===== src/design/fpd_pkg.sv =====
`default_nettype none

package fpd_pkg;

  // Scale register, unsigned Q8.24.
  localparam int unsigned COEF_W = 32;
  localparam logic [COEF_W-1:0] COEF_RESET = 32'h0100_0000;

  // Result word, signed Q40.8, taken from the product above this shift.
  localparam int unsigned DERIV_W     = 48;
  localparam int unsigned DERIV_SHIFT = 16;
  localparam int unsigned WRAP_W      = 64;

  // Saturating position counter within a record.
  localparam int unsigned COUNT_W = 3;
  localparam logic [COUNT_W-1:0] COUNT_ZERO = 3'd0;
  localparam logic [COUNT_W-1:0] COUNT_ONE  = 3'd1;
  localparam logic [COUNT_W-1:0] POS_OPEN   = 3'd3;
  localparam logic [COUNT_W-1:0] POS_FULL   = 3'd5;

  // Configuration map: register index as decoded from the APB address.
  localparam int unsigned PADDR_W = 3;
  localparam int unsigned REG_IDX_LSB = 2;
  localparam logic [0:0] REG_INVERSE_TWELVE_STEP = 1'b0;
  localparam int unsigned PDATA_W = 32;

  // Job queue between the front and the back.
  localparam int unsigned QUEUE_DEPTH = 4;
  localparam int unsigned QPTR_W      = 2;
  localparam int unsigned QCNT_W      = 3;

  typedef struct packed {
    logic full;
    logic empty;
  } fpd_q_status_t;

endpackage

`default_nettype wire


===== src/design/fpd_if.sv =====
`default_nettype none

interface fpd_sample_if #(
  parameter int unsigned SAMPLE_WIDTH = 24
);
  logic                           valid;
  logic                           ready;
  logic signed [SAMPLE_WIDTH-1:0] sample;
  logic                           end_of_record;

  modport source (output valid, output sample, output end_of_record, input ready);
  modport sink   (input valid, input sample, input end_of_record, output ready);
endinterface

interface fpd_deriv_if;
  logic                                valid;
  logic                                ready;
  logic signed [fpd_pkg::DERIV_W-1:0]  derivative;
  logic                                last_result;

  modport source (output valid, output derivative, output last_result, input ready);
  modport sink   (input valid, input derivative, input last_result, output ready);
endinterface

`default_nettype wire


===== src/design/fpd_front.sv =====
`default_nettype none

module fpd_front #(
  parameter int unsigned SAMPLE_WIDTH = 24,
  parameter int unsigned DIFF_W       = SAMPLE_WIDTH + 5,
  parameter int unsigned JOB_W        = 2 * DIFF_W + 2
) (
  input  wire logic                   clk_i,
  input  wire logic                   rst_ni,
  fpd_sample_if.sink                  sample_i,
  input  wire fpd_pkg::fpd_q_status_t q_status_i,
  output logic                        push_o,
  output logic [JOB_W-1:0]            job_o
);
  import fpd_pkg::*;

  logic signed [SAMPLE_WIDTH-1:0] win_q [4];
  logic [COUNT_W-1:0]             seen_q, seen_d;
  logic [COUNT_W-1:0]             pos;
  logic                           accept;
  logic signed [SAMPLE_WIDTH:0]   diff_a, diff_b, diff_c;
  logic signed [DIFF_W-1:0]       ext_a, ext_b, ext_c;
  logic signed [DIFF_W-1:0]       six_d, five_d, int_d;
  logic                           int_v, cls_v;

  assign sample_i.ready = !q_status_i.full;
  assign accept = sample_i.valid && sample_i.ready;

  assign pos = (seen_q == POS_FULL) ? POS_FULL : seen_q + COUNT_ONE;

  // Opening and closing difference x[k]-x[k-2], interior stencil terms.
  assign diff_a = sample_i.sample - win_q[1];
  assign diff_b = win_q[0] - win_q[2];
  assign diff_c = sample_i.sample - win_q[3];
  assign ext_a  = DIFF_W'(diff_a);
  assign ext_b  = DIFF_W'(diff_b);
  assign ext_c  = DIFF_W'(diff_c);
  assign six_d  = (ext_a <<< 2) + (ext_a <<< 1);
  assign five_d = (ext_b <<< 3) - ext_c;

  always_comb begin
    int_v = 1'b0;
    int_d = five_d;
    if (pos == POS_OPEN && !sample_i.end_of_record) begin
      int_v = 1'b1;
      int_d = six_d;
    end else if (pos == POS_FULL) begin
      int_v = 1'b1;
    end
  end

  assign cls_v  = sample_i.end_of_record && (pos >= POS_OPEN);
  assign push_o = accept && (int_v || cls_v);
  assign job_o  = {int_v, cls_v, int_d, six_d};

  assign seen_d = sample_i.end_of_record ? COUNT_ZERO : pos;

  always_ff @(posedge clk_i or negedge rst_ni) begin
    if (!rst_ni) begin
      seen_q <= COUNT_ZERO;
    end else if (accept) begin
      seen_q <= seen_d;
    end
  end

  // The window is only read at positions already filled in this record.
  always_ff @(posedge clk_i) begin
    if (accept) begin
      win_q[0] <= sample_i.sample;
      win_q[1] <= win_q[0];
      win_q[2] <= win_q[1];
      win_q[3] <= win_q[2];
    end
  end

endmodule

`default_nettype wire


===== src/design/fpd_queue.sv =====
`default_nettype none

module fpd_queue #(
  parameter int unsigned JOB_W = 60
) (
  input  wire logic                    clk_i,
  input  wire logic                    rst_ni,
  input  wire logic                    push_i,
  input  wire logic [JOB_W-1:0]        push_data_i,
  input  wire logic                    pop_i,
  output logic [JOB_W-1:0]             head_o,
  output fpd_pkg::fpd_q_status_t       status_o
);
  import fpd_pkg::*;

  logic [JOB_W-1:0]  mem_q [QUEUE_DEPTH];
  logic [QPTR_W-1:0] wr_q, rd_q;
  logic [QCNT_W-1:0] cnt_q;
  logic              do_push, do_pop;

  assign status_o.full  = (cnt_q == QCNT_W'(QUEUE_DEPTH));
  assign status_o.empty = (cnt_q == '0);
  assign do_push = push_i && !status_o.full;
  assign do_pop  = pop_i && !status_o.empty;
  assign head_o  = mem_q[rd_q];

  always_ff @(posedge clk_i or negedge rst_ni) begin
    if (!rst_ni) begin
      wr_q  <= '0;
      rd_q  <= '0;
      cnt_q <= '0;
    end else begin
      if (do_push) begin
        wr_q <= wr_q + QPTR_W'(1);
      end
      if (do_pop) begin
        rd_q <= rd_q + QPTR_W'(1);
      end
      if (do_push && !do_pop) begin
        cnt_q <= cnt_q + QCNT_W'(1);
      end else if (do_pop && !do_push) begin
        cnt_q <= cnt_q - QCNT_W'(1);
      end
    end
  end

  always_ff @(posedge clk_i) begin
    if (do_push) begin
      mem_q[wr_q] <= push_data_i;
    end
  end

endmodule

`default_nettype wire


===== src/design/fpd_back.sv =====
`default_nettype none

module fpd_back #(
  parameter int unsigned DIFF_W = 29,
  parameter int unsigned JOB_W  = 2 * DIFF_W + 2
) (
  input  wire logic                         clk_i,
  input  wire logic                         rst_ni,
  input  wire logic [fpd_pkg::COEF_W-1:0]   coef_i,
  input  wire logic [JOB_W-1:0]             head_i,
  input  wire fpd_pkg::fpd_q_status_t       q_status_i,
  output logic                              pop_o,
  fpd_deriv_if.source                       deriv_o
);
  import fpd_pkg::*;

  localparam int unsigned PROD_W = DIFF_W + COEF_W + 1;
  localparam int unsigned EXT_W  = (PROD_W > WRAP_W) ? PROD_W : WRAP_W;

  logic                     head_int_v, head_cls_v;
  logic signed [DIFF_W-1:0] head_int_d, head_cls_d, d_sel;
  logic                     part_q, part_d;
  logic                     issue, issue_int, last_sel;
  logic signed [PROD_W-1:0] prod;
  logic signed [EXT_W-1:0]  prod_ext;
  logic                     out_v_q;
  logic signed [DERIV_W-1:0] deriv_q;
  logic                     last_q;

  assign head_int_v = head_i[JOB_W-1];
  assign head_cls_v = head_i[JOB_W-2];
  assign head_int_d = head_i[2*DIFF_W-1:DIFF_W];
  assign head_cls_d = head_i[DIFF_W-1:0];

  // A job carries an interior result, a closing result, or both in that order.
  assign issue_int = head_int_v && !part_q;
  assign d_sel     = issue_int ? head_int_d : head_cls_d;
  assign last_sel  = !issue_int;
  assign issue     = !q_status_i.empty && (!out_v_q || deriv_o.ready);
  assign pop_o     = issue && !(issue_int && head_cls_v);
  assign part_d    = issue ? (issue_int && head_cls_v) : part_q;

  assign prod     = $signed(PROD_W'(d_sel)) * $signed(PROD_W'({1'b0, coef_i}));
  assign prod_ext = EXT_W'(prod);

  always_ff @(posedge clk_i or negedge rst_ni) begin
    if (!rst_ni) begin
      part_q  <= 1'b0;
      out_v_q <= 1'b0;
    end else begin
      part_q <= part_d;
      if (issue) begin
        out_v_q <= 1'b1;
      end else if (deriv_o.ready) begin
        out_v_q <= 1'b0;
      end
    end
  end

  always_ff @(posedge clk_i) begin
    if (issue) begin
      deriv_q <= prod_ext[DERIV_SHIFT +: DERIV_W];
      last_q  <= last_sel;
    end
  end

  assign deriv_o.valid       = out_v_q;
  assign deriv_o.derivative  = deriv_q;
  assign deriv_o.last_result = last_q;

endmodule

`default_nettype wire


===== src/design/five_point_derivative_stream_top.sv =====
// Five-point first derivative over a stream of signed samples.
// Samples enter as beats on sample_i (valid/ready); the end_of_record bit
// flags the final sample of a record. Derivative beats leave on deriv_o,
// each a signed Q40.8 value, with last_result set on the record's final one.
// The third sample, unless it ends the record, gives the opening three-point
// difference, each sample from the fifth on gives the stencil value for the
// position two back, and the final sample adds the closing three-point
// difference. Records of fewer than three samples produce nothing.
// A result passes through the job queue and the output register before it
// is valid on deriv_o. Throughput: one sample per cycle while the queue is
// not full; the back end retires one derivative per cycle while deriv_o is
// ready, set by its single multiplier and output register. A four-entry job
// queue between front and back absorbs a final sample's two derivatives.
// When deriv_o stalls, the output register holds its beat, the queue fills,
// and sample_i.ready drops only once the queue is full.
// Reset clears the record position, the queue and the output valid, and sets
// the scale register to 1.0. The scale is written over APB at address 0.
`default_nettype none

module five_point_derivative_stream_top #(
  parameter int unsigned SAMPLE_WIDTH = 24
) (
  input  wire logic                          clk_i,
  input  wire logic                          rst_ni,
  // APB configuration port.
  input  wire logic                          psel,
  input  wire logic                          penable,
  input  wire logic                          pwrite,
  input  wire logic [fpd_pkg::PADDR_W-1:0]   paddr,
  input  wire logic [fpd_pkg::PDATA_W-1:0]   pwdata,
  output logic [fpd_pkg::PDATA_W-1:0]        prdata,
  output logic                               pready,
  // Streams.
  fpd_sample_if.sink                         sample_i,
  fpd_deriv_if.source                        deriv_o
);
  import fpd_pkg::*;

  // Difference width: 8*(a-b)-(c-d) needs the sample width plus five bits.
  localparam int unsigned DIFF_W = SAMPLE_WIDTH + 5;
  localparam int unsigned JOB_W  = 2 * DIFF_W + 2;

  logic [COEF_W-1:0] coef_q;
  logic              reg_hit;
  logic              push;
  logic              pop;
  logic [JOB_W-1:0]  job;
  logic [JOB_W-1:0]  head;
  fpd_q_status_t     q_status;

  // Register decode: the index is the address in words.
  assign reg_hit = (paddr[REG_IDX_LSB] == REG_INVERSE_TWELVE_STEP);
  assign pready  = 1'b1;
  assign prdata  = reg_hit ? PDATA_W'(coef_q) : '0;

  always_ff @(posedge clk_i or negedge rst_ni) begin
    if (!rst_ni) begin
      coef_q <= COEF_RESET;
    end else if (psel && penable && pwrite && pready && reg_hit) begin
      coef_q <= COEF_W'(pwdata);
    end
  end

  // Front: sample window, record position and the weighted differences.
  fpd_front #(
    .SAMPLE_WIDTH (SAMPLE_WIDTH),
    .DIFF_W       (DIFF_W),
    .JOB_W        (JOB_W)
  ) u_front (
    .clk_i      (clk_i),
    .rst_ni     (rst_ni),
    .sample_i   (sample_i),
    .q_status_i (q_status),
    .push_o     (push),
    .job_o      (job)
  );

  // Jobs wait here so the two sides stall independently.
  fpd_queue #(
    .JOB_W (JOB_W)
  ) u_queue (
    .clk_i       (clk_i),
    .rst_ni      (rst_ni),
    .push_i      (push),
    .push_data_i (job),
    .pop_i       (pop),
    .head_o      (head),
    .status_o    (q_status)
  );

  // Back: splits jobs into results, scales and registers them.
  fpd_back #(
    .DIFF_W (DIFF_W),
    .JOB_W  (JOB_W)
  ) u_back (
    .clk_i      (clk_i),
    .rst_ni     (rst_ni),
    .coef_i     (coef_q),
    .head_i     (head),
    .q_status_i (q_status),
    .pop_o      (pop),
    .deriv_o    (deriv_o)
  );

endmodule

`default_nettype wire


===== src/flat_wrapper.sv =====
// flat-port wrapper written by rule: the top's interface ports become plain ports
module five_point_derivative_stream_top_flat import fpd_pkg::*;
#(
  parameter int unsigned SAMPLE_WIDTH = 24
)
  (clk_i, rst_ni, psel, penable, pwrite, paddr, pwdata, prdata, pready, sample_i_valid, sample_i_sample, sample_i_end_of_record, sample_i_ready, deriv_o_valid, deriv_o_derivative, deriv_o_last_result, deriv_o_ready);
  fpd_sample_if #(.SAMPLE_WIDTH(SAMPLE_WIDTH)) sample_i_i ();
  fpd_deriv_if deriv_o_i ();
  input  wire logic clk_i;
  input  wire logic rst_ni;
  input  wire logic psel;
  input  wire logic penable;
  input  wire logic pwrite;
  input  wire logic [fpd_pkg::PADDR_W-1:0] paddr;
  input  wire logic [fpd_pkg::PDATA_W-1:0] pwdata;
  output logic [fpd_pkg::PDATA_W-1:0] prdata;
  output logic pready;
  input wire logic [$bits(sample_i_i.valid)-1:0] sample_i_valid;
  input wire logic [$bits(sample_i_i.sample)-1:0] sample_i_sample;
  input wire logic [$bits(sample_i_i.end_of_record)-1:0] sample_i_end_of_record;
  output wire logic [$bits(sample_i_i.ready)-1:0] sample_i_ready;
  output wire logic [$bits(deriv_o_i.valid)-1:0] deriv_o_valid;
  output wire logic [$bits(deriv_o_i.derivative)-1:0] deriv_o_derivative;
  output wire logic [$bits(deriv_o_i.last_result)-1:0] deriv_o_last_result;
  input wire logic [$bits(deriv_o_i.ready)-1:0] deriv_o_ready;
  assign sample_i_i.valid = sample_i_valid;
  assign sample_i_i.sample = sample_i_sample;
  assign sample_i_i.end_of_record = sample_i_end_of_record;
  assign sample_i_ready = sample_i_i.ready;
  assign deriv_o_valid = deriv_o_i.valid;
  assign deriv_o_derivative = deriv_o_i.derivative;
  assign deriv_o_last_result = deriv_o_i.last_result;
  assign deriv_o_i.ready = deriv_o_ready;
  five_point_derivative_stream_top #(.SAMPLE_WIDTH(SAMPLE_WIDTH)) u_core (.clk_i(clk_i), .rst_ni(rst_ni), .psel(psel), .penable(penable), .pwrite(pwrite), .paddr(paddr), .pwdata(pwdata), .prdata(prdata), .pready(pready), .sample_i(sample_i_i), .deriv_o(deriv_o_i));
endmodule

===== config.mk =====
export PLATFORM = sky130hd
export DESIGN_NAME = five_point_derivative_stream_top_flat
export DESIGN_NICKNAME = d
export VERILOG_FILES = /design/src/design/fpd_pkg.sv /design/src/design/fpd_if.sv /design/src/design/fpd_front.sv /design/src/design/fpd_queue.sv /design/src/design/fpd_back.sv /design/src/design/five_point_derivative_stream_top.sv /design/src/flat_wrapper.sv
export SDC_FILE = /design/constraint.sdc
export NUM_CORES = 2
export LEC_CHECK = 0
export ABC_AREA = 1
export BUFFER_PORTS_ARGS = -buffer_cell sky130_fd_sc_hd__clkbuf_2
export CAP_MARGIN = 15
export CORE_MARGIN = 10
export CORE_UTILIZATION = 39
export CTS_CLUSTER_SIZE = 16
export DETAILED_ROUTE_END_ITERATION = 6
export PLACE_DENSITY = 0.53
export SKIP_LAST_GASP = 1
export SLEW_MARGIN = 15
export SYNTH_ARGS = -nofsm -noshare
export SYNTH_HDL_FRONTEND = slang
export SYNTH_SLANG_ARGS = --single-unit
export TNS_END_PERCENT = 5

===== constraint.sdc =====
create_clock -name clk_i -period 8.2 [get_ports clk_i]
set_clock_uncertainty 0.05 [all_clocks]
set_input_delay 0.82 -clock clk_i [delete_from_list [all_inputs] [get_ports clk_i]]
set_output_delay 0.82 -clock clk_i [all_outputs]
set_load 0.01 [all_outputs]

==> impl_metrics.yaml <==
floorplan:
  dieHeight_um: 383
  die_area_mm2: 0.147
  die_w_um: 383
  core.rowCount: 133
  start_util: 0.392
  core_mm2: 0.131
  io_pins: 151
logic_synthesis:
  synth_area_leaders: "fa_1 32%, edfxtp_1 22%, ha_1 9.5%"
  synth_area_mm2: 0.0515
  async_reset_ff_frac: 0.105
  synth_common_cells: "1,140 x inv_1, 993 x nand2_1, 835 x fa_1, 826 x nor2_1, 389 x ha_1"
  synth_area_per_cell_um2: 9.01
  yosysSeqAreaShare: 0.240
  synth_area_leader_cell: "fa_1"
  synth_top_area_frac: 0.325
  synth.most_common_cell: "inv_1"
  synth_edf_count: 375
  netlist_instances: 5713
  synth_warnings: 0
  synth_top_flop_cell: "edfxtp_1"
  syn_nets: 7004
  synth_seq_cells: 419
  yosysUniqueCellTypes: 55
clock_tree:
  ctsHtreeMaxLevel: 2
  cts_tree: "yes"
  insertion_delay_ps: 680
  cts.path.max_buffers: 3
  root_buffer: "clkbuf_16"
  clock-sinks: 419
  cts.clk_slew.worst_paths_ps: 60
  numCtsBuffers: 52
drt:
  route.detailed.drc: 0
  firstDrtPassIters: 5
  num_vias: 40138
  drt-total-wl_mm: 166
  vias_per_cell: 5.05
  drt-wirelength-per-cell_um: 21.0
  ant_nets: 0
  drt-initial-drc-count: 2688
place:
  place_area_mm2: 0.0577
  gp_congestion: 0.941
  hpwl_mm: 136
  port_buffers: 147
sta:
  min_period_ps: 8170
  rsz0062_at_grt: "true"
  worstMarginPinSlew_ps: 969
  fin_crit_sh: 0.996
  drv_slew: 0
  max_freq_mhz: 122
  hold_viol_final: 0
  setup_viol: 0
  slew_headroom: 0.350
critical_path:
  cpPeakStageDelay_ps: 590
  r2r_setup_slack_ps: 30
  path_max_fanout: 9
  cp.required_ps: 8600
  r2r_end: "u_core.u_back.deriv_o.derivative[45]"
  crit_arrival_ps: 8570
  r2r_cells: 34
  worstReg2RegStart: "u_core.u_queue.rd_q[0]"
  start_kind: "register"
  critical-path-slowest-cell: "fa_1"
  crit_type: "reg2reg"
  crit_top_cell: "fa_1"
  end_kind: "register"
global_routing:
  track_usage: 0.227
  grt.overflow.total: 0
  grt_pass1_wl_mm: 254
  antenna_found_initial: 2
  grt_max_degree: 70
  grt_pass1_vias: 42054
min_path:
  hold_class: "in2async"
cells_and_area:
  area_growth_pct: 16.0
  antenna_cells: 0
  nets: 7444
  final_area_mm2: 0.0597
  drive_gt1_frac: 0.124
status:
  outcome: "complete, no violations"
run:
  drv_cap: 0
-- cell usage in the layout (no fill, tap or decap), drive strengths merged, types with 11 or more instances in the layout --
| master | synthesis | final |
|---|---|---|
| o21a | 20 | 20 |
| nand3 | 84 | 84 |
| a31oi | 24 | 24 |
| xnor2 | 31 | 31 |
| ha | 389 | 389 |
| dfrtp | 43 | 43 |
| o21bai | 12 | 12 |
| nor4 | 11 | 11 |
| nor3 | 27 | 27 |
| a21oi | 303 | 303 |
| nor2 | 828 | 828 |
| clkbuf | 130 | 210 |
| xor2 | 83 | 83 |
| inv | 1148 | 1150 |
| o21ai | 139 | 139 |
| nand4 | 16 | 16 |
| buf | 85 | 452 |
| a32o | 51 | 51 |
| clkinv | 19 | 35 |
| fa | 835 | 835 |
| nand2 | 1006 | 1006 |
| edfxtp | 375 | 375 |
-- cells by family (layout without fill, tap and decap cells) --
group           count (synthesis)  in the layout  share of synthesized area
buf+inv                      1382           1858                      0.104
simple gates                 1986           1986                      0.151
fa+ha+maj                    1224           1224                      0.419
flops                         419            419                      0.240
compound gates                587            587                     0.0666
xor+xnor                      114            114                     0.0194
other cells                     1              1                  0.0000729
-- critical path: cells and delay by family, from the launching register on --
family,cells,cell delay (ps)
compound gates,5,770
simple gates,10,940
buf+inv,9,860
fa+ha+maj,9,4610
xor+xnor,1,240
flops,1,490
-- registers in the layout (all words and copies together) (netlist names) --
signal                             cells
u_core.u_front.win_q                  96
u_core.u_queue.mem_q                 232
u_core.u_queue.rd_q                    2
u_core.u_back.part_q                   1
u_core.u_back.deriv_o.last_result      1
u_core.u_back.deriv_o.derivative      46
u_core.u_front.seen_q                  3
u_core.u_queue.wr_q                    2
u_core.coef_q                         32
u_core.u_queue.cnt_q                   3
u_core.u_back.deriv_o.valid            1
-- per-stage QoR --
stage          hold slack [ps]   util  std cells  TNS, ps  setup WS (ps)
6_report                   208  0.455       7944        0           35.0
5_1_grt                    271  0.455       7944    -7240           -270
4_1_cts                    210  0.453       7940     -296          -50.1
3_5_place_dp               385  0.440       7850     -865           -151
3_3_place_gp               382  0.440       7850     -455           -109
2_1_floorplan              376      -       5713        0            615
-- worst max path at each step --
stage / startpoint / end / slack (ps) / depth (start not counted)
2_1_floorplan: u_core.u_queue.rd_q[1] / u_core.u_back.deriv_o.derivative[32] / 610 / 37
3_3_place_gp: u_core.u_queue.rd_q[0] / u_core.u_back.deriv_o.derivative[43] / -110 / 35
3_5_place_dp: u_core.u_queue.rd_q[0] / u_core.u_back.deriv_o.derivative[16] / -150 / 36
4_1_cts: u_core.u_queue.rd_q[0] / u_core.u_back.deriv_o.derivative[44] / -50 / 38
5_1_grt: u_core.u_queue.rd_q[0] / u_core.u_back.deriv_o.derivative[35] / -270 / 36
6_report: u_core.u_queue.rd_q[0] / u_core.u_back.deriv_o.derivative[45] / 30 / 34
-- cell type report --
class,count,area [um^2]
Clock inverter,29,297
Timing Repair Buffer,601,5080
Clock buffer,61,1360
Fill cell,12735,71600
Tap cell,1755,2200
Inverter,1167,4410
Multi-Input combinational cell,3912,34000
Sequential cell,419,12400
-- metal layers --
layer  track usage  routed length [um]
met1         0.277               66200
met2         0.401               83300
met3        0.0312                9110
met4        0.0914                7870
met5             0                  13
-- what timing repair did --
item,in CTS,in global routing
hold buffers,0,0
gates cloned,0,2
pin swaps,1,8
endpoints found under the hold margin,0,0
setup buffers,0,2
resized for setup,19,57
endpoints found under the setup margin,26,46
Power is not shown: default switching activity piles up to over one toggle a cycle in this logic, so the estimate is an artifact.
